## src/hw/rtl/csa_pkg.sv

```systemverilog
`timescale 1ns / 1ps

package csa_pkg;

	localparam int DATA_WIDTH = 64;
	localparam int VALUE_W    = 64;
	localparam int RESULT_W   = 64;

	// multiplier digit slicing
	localparam int DIG_W  = 16;
	localparam int N_DIG  = (DATA_WIDTH + DIG_W - 1) / DIG_W;
	localparam int MB_W   = N_DIG * DIG_W;
	localparam int PROD_W = DATA_WIDTH + MB_W;
	localparam int PP_W   = DATA_WIDTH + DIG_W;
	localparam int CNT_W  = $clog2(N_DIG + 1);

	localparam int Q_DEPTH = 4;
	localparam int Q_AW    = 2;

	localparam int PADDR_W = 6;
	localparam int PDATA_W = 64;

	localparam logic [DATA_WIDTH-1:0] D_SIGN = DATA_WIDTH'(1) << (DATA_WIDTH - 1);

	localparam logic [2:0] OP_SUM_WRAP  = 3'd0;
	localparam logic [2:0] OP_SUM_CHK   = 3'd1;
	localparam logic [2:0] OP_PROD_WRAP = 3'd2;
	localparam logic [2:0] OP_PROD_CHK  = 3'd3;
	localparam logic [2:0] OP_MIN       = 3'd4;
	localparam logic [2:0] OP_MAX       = 3'd5;

	typedef enum logic [2:0] {
		OPC_NONE,
		OPC_SUM,
		OPC_PROD,
		OPC_MIN,
		OPC_MAX
	} op_class_t;

	typedef struct packed {
		logic [VALUE_W-1:0] value;
		logic               is_null;
		logic               first;
	} elem_t;

	typedef struct packed {
		logic [RESULT_W-1:0] result;
		logic                result_null;
		logic                overflow;
	} scan_t;

	typedef struct packed {
		logic [2:0]         operation;
		logic               signed_mode;
		logic               start_given;
		logic [VALUE_W-1:0] seed_value;
		logic               null_skip;
	} cfg_t;

	// one classified request on its way to the back end
	typedef struct packed {
		logic                  first;
		logic                  is_null;
		op_class_t             opc;
		logic                  checked;
		logic [DATA_WIDTH-1:0] value;
	} cmd_t;

	typedef struct packed {
		logic full;
		logic empty;
	} q_stat_t;

endpackage

```

## src/hw/rtl/cumulative_scan_accumulator.sv

```systemverilog
`timescale 1ns / 1ps
// Sum, min and max results pass through the queue entry and the scan output register.
// Throughput: one request per cycle for sum, min, max and null requests while scan_stall is low.
// Products use the 64x16 digit multiplier; no new request is taken until one leaves ST_FIN.
// A four-entry queue separates request intake from execution.
// arst_n clears state, queue and configuration to their reset values at once.

module cumulative_scan_accumulator
	import csa_pkg::*;
(
	input  logic               clk,
	input  logic               arst_n,
	input  elem_t              elem,
	input  logic               elem_valid,
	output logic               elem_stall,
	output scan_t              scan,
	output logic               scan_valid,
	input  logic               scan_stall,
	input  logic               psel,
	input  logic               penable,
	input  logic               pwrite,
	input  logic [PADDR_W-1:0] paddr,
	input  logic [PDATA_W-1:0] pwdata,
	output logic [PDATA_W-1:0] prdata,
	output logic               pready
);

	localparam logic [2:0] REG_OPERATION   = 3'd0;
	localparam logic [2:0] REG_SIGNED_MODE = 3'd1;
	localparam logic [2:0] REG_START_GIVEN = 3'd2;
	localparam logic [2:0] REG_SEED_VALUE  = 3'd3;
	localparam logic [2:0] REG_NULL_SKIP   = 3'd4;

	cfg_t       cfg_q;
	logic [2:0] reg_idx;
	logic       wr_en;
	logic       push;
	logic       pop;
	cmd_t       wr_cmd;
	cmd_t       rd_cmd;
	q_stat_t    q_stat;

	assign pready  = 1'b1;
	assign reg_idx = paddr[PADDR_W-1:3];
	assign wr_en   = psel && penable && pwrite && pready;

	always_ff @(posedge clk or negedge arst_n) begin
		if (!arst_n) begin
			cfg_q.operation   <= OP_SUM_WRAP;
			cfg_q.signed_mode <= 1'b1;
			cfg_q.start_given <= 1'b0;
			cfg_q.seed_value  <= '0;
			cfg_q.null_skip   <= 1'b0;
		end else if (wr_en) begin
			unique case (reg_idx)
				REG_OPERATION:   cfg_q.operation   <= pwdata[2:0];
				REG_SIGNED_MODE: cfg_q.signed_mode <= pwdata[0];
				REG_START_GIVEN: cfg_q.start_given <= pwdata[0];
				REG_SEED_VALUE:  cfg_q.seed_value  <= pwdata[VALUE_W-1:0];
				REG_NULL_SKIP:   cfg_q.null_skip   <= pwdata[0];
				default: ;
			endcase
		end
	end

	always_comb begin
		unique case (reg_idx)
			REG_OPERATION:   prdata = PDATA_W'(cfg_q.operation);
			REG_SIGNED_MODE: prdata = PDATA_W'(cfg_q.signed_mode);
			REG_START_GIVEN: prdata = PDATA_W'(cfg_q.start_given);
			REG_SEED_VALUE:  prdata = PDATA_W'(cfg_q.seed_value);
			REG_NULL_SKIP:   prdata = PDATA_W'(cfg_q.null_skip);
			default:         prdata = '0;
		endcase
	end

	csa_front u_front (
		.elem       (elem),
		.elem_valid (elem_valid),
		.elem_stall (elem_stall),
		.cfg        (cfg_q),
		.q_stat     (q_stat),
		.push       (push),
		.cmd        (wr_cmd)
	);

	csa_fifo u_fifo (
		.clk    (clk),
		.arst_n (arst_n),
		.push   (push),
		.wr_cmd (wr_cmd),
		.pop    (pop),
		.rd_cmd (rd_cmd),
		.q_stat (q_stat)
	);

	csa_back u_back (
		.clk        (clk),
		.arst_n     (arst_n),
		.cfg        (cfg_q),
		.q_stat     (q_stat),
		.cmd        (rd_cmd),
		.pop        (pop),
		.scan       (scan),
		.scan_valid (scan_valid),
		.scan_stall (scan_stall)
	);

endmodule

```

## src/hw/rtl/csa_front.sv

```systemverilog
`timescale 1ns / 1ps

module csa_front
	import csa_pkg::*;
(
	input  elem_t   elem,
	input  logic    elem_valid,
	output logic    elem_stall,
	input  cfg_t    cfg,
	input  q_stat_t q_stat,
	output logic    push,
	output cmd_t    cmd
);

	op_class_t opc;

	always_comb begin
		unique case (cfg.operation) inside
			OP_SUM_WRAP, OP_SUM_CHK:   opc = OPC_SUM;
			OP_PROD_WRAP, OP_PROD_CHK: opc = OPC_PROD;
			OP_MIN:                    opc = OPC_MIN;
			OP_MAX:                    opc = OPC_MAX;
			default:                   opc = OPC_NONE;
		endcase
	end

	assign elem_stall = q_stat.full;
	assign push       = elem_valid && !q_stat.full;

	assign cmd.first   = elem.first;
	assign cmd.is_null = elem.is_null;
	assign cmd.opc     = opc;
	assign cmd.checked = (cfg.operation == OP_SUM_CHK) || (cfg.operation == OP_PROD_CHK);
	assign cmd.value   = elem.value[DATA_WIDTH-1:0];

endmodule

```

## src/hw/rtl/csa_fifo.sv

```systemverilog
`timescale 1ns / 1ps

module csa_fifo
	import csa_pkg::*;
(
	input  logic    clk,
	input  logic    arst_n,
	input  logic    push,
	input  cmd_t    wr_cmd,
	input  logic    pop,
	output cmd_t    rd_cmd,
	output q_stat_t q_stat
);

	cmd_t            entry_q [Q_DEPTH];
	logic [Q_AW-1:0] wr_ptr_q;
	logic [Q_AW-1:0] rd_ptr_q;
	logic [Q_AW:0]   count_q;

	always_ff @(posedge clk) begin
		if (push) begin
			entry_q[wr_ptr_q] <= wr_cmd;
		end
	end

	always_ff @(posedge clk or negedge arst_n) begin
		if (!arst_n) begin
			wr_ptr_q <= '0;
			rd_ptr_q <= '0;
			count_q  <= '0;
		end else begin
			if (push) begin
				wr_ptr_q <= wr_ptr_q + 1'b1;
			end
			if (pop) begin
				rd_ptr_q <= rd_ptr_q + 1'b1;
			end
			if (push && !pop) begin
				count_q <= count_q + 1'b1;
			end else if (pop && !push) begin
				count_q <= count_q - 1'b1;
			end
		end
	end

	assign rd_cmd       = entry_q[rd_ptr_q];
	assign q_stat.full  = (count_q == (Q_AW + 1)'(Q_DEPTH));
	assign q_stat.empty = (count_q == '0);

endmodule

```

## src/hw/rtl/csa_back.sv

```systemverilog
`timescale 1ns / 1ps

module csa_back
	import csa_pkg::*;
(
	input  logic    clk,
	input  logic    arst_n,
	input  cfg_t    cfg,
	input  q_stat_t q_stat,
	input  cmd_t    cmd,
	output logic    pop,
	output scan_t   scan,
	output logic    scan_valid,
	input  logic    scan_stall
);

	typedef enum logic [1:0] {
		ST_IDLE,
		ST_MUL,
		ST_FIN
	} state_t;

	state_t                state_q;
	logic [DATA_WIDTH-1:0] run_q;
	logic                  null_q;
	logic                  err_q;
	logic [DATA_WIDTH-1:0] ma_q;
	logic [MB_W-1:0]       mb_q;
	logic [PROD_W-1:0]     prod_q;
	logic [CNT_W-1:0]      cnt_q;
	logic                  neg_q;
	logic                  chk_q;
	scan_t                 scan_q;
	logic                  scan_valid_q;

	logic                  out_free;
	logic [DATA_WIDTH-1:0] ident;
	logic [DATA_WIDTH-1:0] acc_eff;
	logic                  null_eff;
	logic                  err_eff;
	logic                  res_null;
	logic                  null_new;
	logic                  is_mul;
	logic [DATA_WIDTH:0]   sum_w;
	logic [DATA_WIDTH-1:0] fold_val;
	logic                  fold_ovf;
	logic [DATA_WIDTH-1:0] ma_nx;
	logic [DATA_WIDTH-1:0] mb_nx;
	logic [PP_W-1:0]       pp;
	logic [PP_W-1:0]       pp_sum;
	logic [PROD_W-1:0]     prod_nx;
	logic [DATA_WIDTH-1:0] lo;
	logic                  hi_nz;
	logic [DATA_WIDTH-1:0] prod_res;
	logic                  prod_ovf;

	function automatic logic lt_f(
		input logic [DATA_WIDTH-1:0] a,
		input logic [DATA_WIDTH-1:0] b,
		input logic                  sg
	);
		logic [DATA_WIDTH-1:0] fa;
		logic [DATA_WIDTH-1:0] fb;
		fa = sg ? (a ^ D_SIGN) : a;
		fb = sg ? (b ^ D_SIGN) : b;
		return fa < fb;
	endfunction

	assign out_free = !scan_valid_q || !scan_stall;

	always_comb begin
		unique case (cmd.opc)
			OPC_PROD: ident = DATA_WIDTH'(1);
			OPC_MIN:  ident = cfg.signed_mode ? ~D_SIGN : '1;
			OPC_MAX:  ident = cfg.signed_mode ? D_SIGN : '0;
			default:  ident = '0;
		endcase
	end

	// state as seen by this request, after a possible reload
	assign acc_eff  = cmd.first ? (cfg.start_given ? cfg.seed_value[DATA_WIDTH-1:0] : ident)
	                            : run_q;
	assign null_eff = cmd.first ? 1'b0 : null_q;
	assign err_eff  = cmd.first ? 1'b0 : err_q;
	assign res_null = cmd.is_null || (!cfg.null_skip && null_eff);
	assign null_new = null_eff || (cmd.is_null && !cfg.null_skip);
	assign is_mul   = !res_null && (cmd.opc == OPC_PROD);

	assign sum_w = {1'b0, acc_eff} + {1'b0, cmd.value};

	always_comb begin
		fold_val = acc_eff;
		fold_ovf = 1'b0;
		case (cmd.opc)
			OPC_SUM: begin
				fold_val = sum_w[DATA_WIDTH-1:0];
				if (cfg.signed_mode) begin
					fold_ovf = (acc_eff[DATA_WIDTH-1] == cmd.value[DATA_WIDTH-1])
					        && (sum_w[DATA_WIDTH-1] != acc_eff[DATA_WIDTH-1]);
				end else begin
					fold_ovf = sum_w[DATA_WIDTH];
				end
			end
			OPC_MIN: fold_val = lt_f(cmd.value, acc_eff, cfg.signed_mode) ? cmd.value : acc_eff;
			OPC_MAX: fold_val = lt_f(acc_eff, cmd.value, cfg.signed_mode) ? cmd.value : acc_eff;
			default: fold_val = acc_eff;
		endcase
	end

	// magnitudes for the digit-serial multiply
	assign ma_nx = (cfg.signed_mode && acc_eff[DATA_WIDTH-1]) ? -acc_eff : acc_eff;
	assign mb_nx = (cfg.signed_mode && cmd.value[DATA_WIDTH-1]) ? -cmd.value : cmd.value;

	assign pp      = PP_W'(ma_q) * PP_W'(mb_q[DIG_W-1:0]);
	assign pp_sum  = PP_W'(prod_q[PROD_W-1:MB_W]) + pp;
	assign prod_nx = PROD_W'({pp_sum, prod_q[MB_W-1:0]} >> DIG_W);

	assign lo       = prod_q[DATA_WIDTH-1:0];
	assign hi_nz    = |prod_q[PROD_W-1:DATA_WIDTH];
	assign prod_res = neg_q ? -lo : lo;
	assign prod_ovf = cfg.signed_mode ? (hi_nz || (lo > (neg_q ? D_SIGN : ~D_SIGN))) : hi_nz;

	assign pop = (state_q == ST_IDLE) && !q_stat.empty && (out_free || is_mul);

	always_ff @(posedge clk or negedge arst_n) begin
		if (!arst_n) begin
			state_q      <= ST_IDLE;
			run_q        <= '0;
			null_q       <= 1'b0;
			err_q        <= 1'b0;
			ma_q         <= '0;
			mb_q         <= '0;
			prod_q       <= '0;
			cnt_q        <= '0;
			neg_q        <= 1'b0;
			chk_q        <= 1'b0;
			scan_q       <= '0;
			scan_valid_q <= 1'b0;
		end else begin
			if (!scan_stall) begin
				scan_valid_q <= 1'b0;
			end
			unique case (state_q)
				ST_IDLE: begin
					if (pop) begin
						null_q <= null_new;
						if (is_mul) begin
							run_q   <= acc_eff;
							err_q   <= err_eff;
							ma_q    <= ma_nx;
							mb_q    <= MB_W'(mb_nx);
							prod_q  <= '0;
							cnt_q   <= '0;
							neg_q   <= cfg.signed_mode
							        && (acc_eff[DATA_WIDTH-1] ^ cmd.value[DATA_WIDTH-1]);
							chk_q   <= cmd.checked;
							state_q <= ST_MUL;
						end else begin
							run_q <= res_null ? acc_eff : fold_val;
							err_q <= err_eff || (!res_null && fold_ovf && cmd.checked);
							scan_q.result      <= res_null ? '0 : RESULT_W'(fold_val);
							scan_q.result_null <= res_null;
							scan_q.overflow    <= err_eff || (!res_null && fold_ovf && cmd.checked);
							scan_valid_q       <= 1'b1;
						end
					end
				end
				ST_MUL: begin
					prod_q <= prod_nx;
					mb_q   <= mb_q >> DIG_W;
					cnt_q  <= cnt_q + 1'b1;
					if (cnt_q == CNT_W'(N_DIG - 1)) begin
						state_q <= ST_FIN;
					end
				end
				ST_FIN: begin
					if (out_free) begin
						run_q              <= prod_res;
						err_q              <= err_q || (prod_ovf && chk_q);
						scan_q.result      <= RESULT_W'(prod_res);
						scan_q.result_null <= 1'b0;
						scan_q.overflow    <= err_q || (prod_ovf && chk_q);
						scan_valid_q       <= 1'b1;
						state_q            <= ST_IDLE;
					end
				end
				default: state_q <= ST_IDLE;
			endcase
		end
	end

	assign scan       = scan_q;
	assign scan_valid = scan_valid_q;

`ifndef SYNTH
	a_no_pop_busy: assert property (@(posedge clk) disable iff (!arst_n)
		(state_q != ST_IDLE) |-> !pop)
		else $error("request taken while multiply in progress");

	a_null_zero: assert property (@(posedge clk) disable iff (!arst_n)
		(scan_valid_q && scan_q.result_null) |-> (scan_q.result == '0))
		else $error("null result carries data");

	a_mul_done: assert property (@(posedge clk) disable iff (!arst_n)
		(state_q == ST_MUL && cnt_q == CNT_W'(N_DIG - 1)) |=> (state_q == ST_FIN))
		else $error("multiply did not finish after last digit");
`endif

endmodule
```

## config.mk

```make
export PLATFORM = sky130hd
export DESIGN_NAME = cumulative_scan_accumulator
export DESIGN_NICKNAME = d
export VERILOG_FILES = /design/src/hw/rtl/csa_pkg.sv /design/src/hw/rtl/cumulative_scan_accumulator.sv /design/src/hw/rtl/csa_front.sv /design/src/hw/rtl/csa_fifo.sv /design/src/hw/rtl/csa_back.sv
export SDC_FILE = /design/constraint.sdc
export NUM_CORES = 2
export LEC_CHECK = 0
export ABC_AREA = 0
export BUFFER_PORTS_ARGS = -buffer_cell sky130_fd_sc_hd__buf_2
export CAP_MARGIN = 30
export CORE_ASPECT_RATIO = 0.6
export CORE_MARGIN = 3
export CORE_UTILIZATION = 45
export DETAILED_ROUTE_END_ITERATION = 12
export PLACE_DENSITY = 0.66
export SKIP_LAST_GASP = 1
export SYNTH_ARGS = -nofsm -noshare
export SYNTH_HDL_FRONTEND = slang
export SYNTH_SLANG_ARGS = --single-unit
```

## constraint.sdc

```tcl
create_clock -name clk -period 16.3 [get_ports clk]
set_input_delay 0.815 -clock clk [delete_from_list [all_inputs] [get_ports clk]]
set_output_delay 0.815 -clock clk [all_outputs]
set_load 0.02 [all_outputs]
```

==> results.yml <==
run_status:
  status: "complete, no violations"
worst_setup_path:
  rrSetupSlack_ns: 6.71
  cp_max_fo: 31
  rr_endpoint: "u_back.scan[59]$_DFFE_PN0P_"
  critPathArrivalTime_ns: 10.09
  start_kind: "flip-flop"
  worstPathRequired_ns: 16.80
  r2r_cells: 19
  r2r-start: "u_fifo.rd_ptr_q[0]$_DFFE_PN0P_"
  path_class: "reg -> reg"
  cp-end-kind: "flip-flop"
detailed_routing:
  wl_per_cell_um: 27.0
  routed_wl_mm: 295
  drc_errors: 0
  avgViaCountPerCell: 5.98
  drt-initial-drc-count: 8934
  ant_nets: 0
  first_pass_iters: 10
  num_vias: 65176
logic_synthesis:
  synth_seq_area_share: 0.260
  yosysWarnings: 0
  synth_enable_flop_cells: 280
  netlist_instances: 8591
  syn_avg_cell_area_um2: 9.05
  synth_top_area_frac: 0.240
  ys_ff_latch: 753
  syn-num-nets: 10024
  yosysUniqueCellTypes: 95
  synth_area_um2: 77700
  synth_area_leaders: "fa_1 24%, dfrtp_1 15%, edfxtp_1 11%, inv_1 6.4%, nand2_1 6.2%"
  ys_async_sr_fraction: 0.628
  yosys.area.top_type: "fa_1"
  synth-main-ff-cell: "dfrtp_1"
timing:
  period_minus_slack_ns: 9.59
  tightest_slew_ns: 1.15
  slew_headroom: 0.222
  finClkSkew_ns: 0.0453
  setup_tns_ns: 0
  slew_violations: 0
  hold_viol: 0
  max_freq_mhz: 104
  timing.final.crit_share: 0.588
  rsz0062_at_grt: "false"
  finalSetupViolCount: 0
placed_design:
  routabilityCongestion: 1.04
  hpwl_mm: 227
  portBuffers: 271
floorplan:
  std_cell_rows: 117
  start_util: 0.455
  ioPinCount: 276
  dieArea_um2: 178000
  die_x_um: 543
  core_um2: 171000
  die_y_um: 328
clock_network:
  clk_pin_slew_worst_paths_ns: 0.08
  cts_tree: "built"
  h-tree-depth: 3
  cts_setup_buffers: 0
  clk_latency_ns: 0.70
  postCtsHoldBufs: 0
  cts_resized: 0
  cts_root_buf: "clkbuf_16"
  clk_path_buf_depth: 3
  cts-buffers-inserted: 77
  cts_sinks: 753
hold_path:
  holdCritPathClass: "in -> async"
global_routing:
  grt_max_degree: 143
  grt_pass1_wl_mm: 437
  antenna_found_initial: 16
  track_usage: 0.331
  overflow: 0
  grt_pass1_vias: 64063
finish:
  final_common_cell: "inv_1"
  antenna_cells: 0
  layout.cells.most_common_list: "1,330 x inv_1, 1,277 x nand2_1, 932 x fa_1"
  fill_cells: 15981
  layout-drive-gt1-share: 0.0927
  nets: 10011
  syn2layout_area_growth_pct: 8.37
job:
  cap_violations: 0
==> kinds of logic (layout without fill, tap and decap cells) <==
kind of cell | Yosys count | count (layout) | synth area share
other | 1 | 1 | 0.0000482
XOR/XNOR | 310 | 310 | 0.0349
AND/OR/NAND/NOR | 2641 | 2641 | 0.159
flip-flops | 753 | 753 | 0.260
multiplexers | 154 | 154 | 0.0323
buffers and inverters | 1838 | 1889 | 0.0894
AO/OA/AOI/OAI | 1604 | 1604 | 0.127
adder cells (fa/ha/maj) | 1290 | 1290 | 0.298
==> per-stage QoR <==
step	utilization	worst slack [ns]	instance area [um2]	instances	hold WS, ns
2_1_floorplan	-	9.11	77700	8591	0.442
3_3_place_gp	0.475	6.88	81100	10734	0.467
3_5_place_dp	0.476	6.86	81200	10740	0.470
4_1_cts	0.491	6.81	83800	10883	0.121
5_1_grt	0.494	6.63	84300	10903	0.131
6_report	0.494	6.71	84300	10903	0.0974
==> critical path, stage by stage, from the launching register on <==
cell and delay, ns:
dfrtp_4 0.83, mux4_2 0.65, nand3b_1 0.24, nor2_2 0.77, buf_4 0.60, a21oi_1 0.08
a21oi_1 0.42, inv_1 0.30, ha_1 0.44, nor4_1 0.62, o21ai_0 0.27, nand3_1 0.18
o2111ai_1 0.42, a21oi_1 1.00, o21ai_0 0.51, a21oi_1 0.55, a41oi_1 0.22, xnor2_1 0.18
a221oi_1 0.82, o221ai_1 0.26
==> synth_stat cells (all sizes together), types with 60 or more instances <==
library cell	number
a21o	78
a21oi	413
a31oi	75
and2	407
buf	60
clkbuf	445
dfrtp	472
edfxtp	280
fa	932
ha	358
inv	1331
mux2	74
mux4	70
nand2	1279
nand3	128
nand4	68
nor2	355
nor3	84
nor4	63
o21ai	562
o31ai	73
xnor2	177
xor2	133
==> state kept, by name, indices dropped and copies added, names as in the netlist <==
register / cells
u_fifo.count_q: 3
u_back.prod_q: 128
u_fifo.wr_ptr_q: 2
u_fifo.rd_ptr_q: 2
u_back.err_q: 1
u_back.state_q: 2
cfg_q: 70
u_back.null_q: 1
u_back.chk_q: 1
u_back.scan_valid: 1
u_back.cnt_q: 3
u_fifo.entry_q: 280
u_back.scan: 66
u_back.ma_q: 64
u_back.mb_q: 64
u_back.neg_q: 1
u_back.run_q: 64
==> layout make-up <==
type / count / area, um2 / share of cell area
Clock buffer: 92 / 2060 / 0.0245
Clock inverter: 51 / 548 / 0.00650
Inverter: 1333 / 5000 / 0.0594
Multi-Input combinational cell: 6000 / 50700 / 0.602
Sequential cell: 753 / 20300 / 0.241
Tap cell: 2261 / 2830 / 0.0336
Timing Repair Buffer: 413 / 2780 / 0.0330
==> per-layer routing <==
layer,vias up,track usage,routed length [um],share of wire
met5,-,0,55,0.00019
met4,4,0.0720,7180,0.024
met3,394,0.114,41000,0.14
met2,3758,0.426,112000,0.38
met1,33075,0.522,135000,0.46
li1,27945,-,-,-
==> worst max path at each step <==
stage                     cells after the start                            from  slack (ns)                             end
after CTS                                    18  u_fifo.rd_ptr_q[0]$_DFFE_PN0P_        6.81    u_back.run_q[19]$_DFFE_PN0P_
after global routing                         20  u_fifo.rd_ptr_q[0]$_DFFE_PN0P_        6.63     u_back.scan[59]$_DFFE_PN0P_
final                                        19  u_fifo.rd_ptr_q[0]$_DFFE_PN0P_        6.71     u_back.scan[59]$_DFFE_PN0P_
after global placement                       20  u_fifo.rd_ptr_q[0]$_DFFE_PN0P_        6.88    u_back.run_q[19]$_DFFE_PN0P_
after detailed placement                     18  u_fifo.rd_ptr_q[0]$_DFFE_PN0P_        6.86    u_back.run_q[19]$_DFFE_PN0P_
after floorplan                              25     u_back.mb_q[12]$_DFFE_PN0P_        9.11  u_back.prod_q[127]$_DFFE_PN0P_
Power is not shown: default switching activity piles up to over one toggle a cycle in this logic, so the estimate is an artifact.
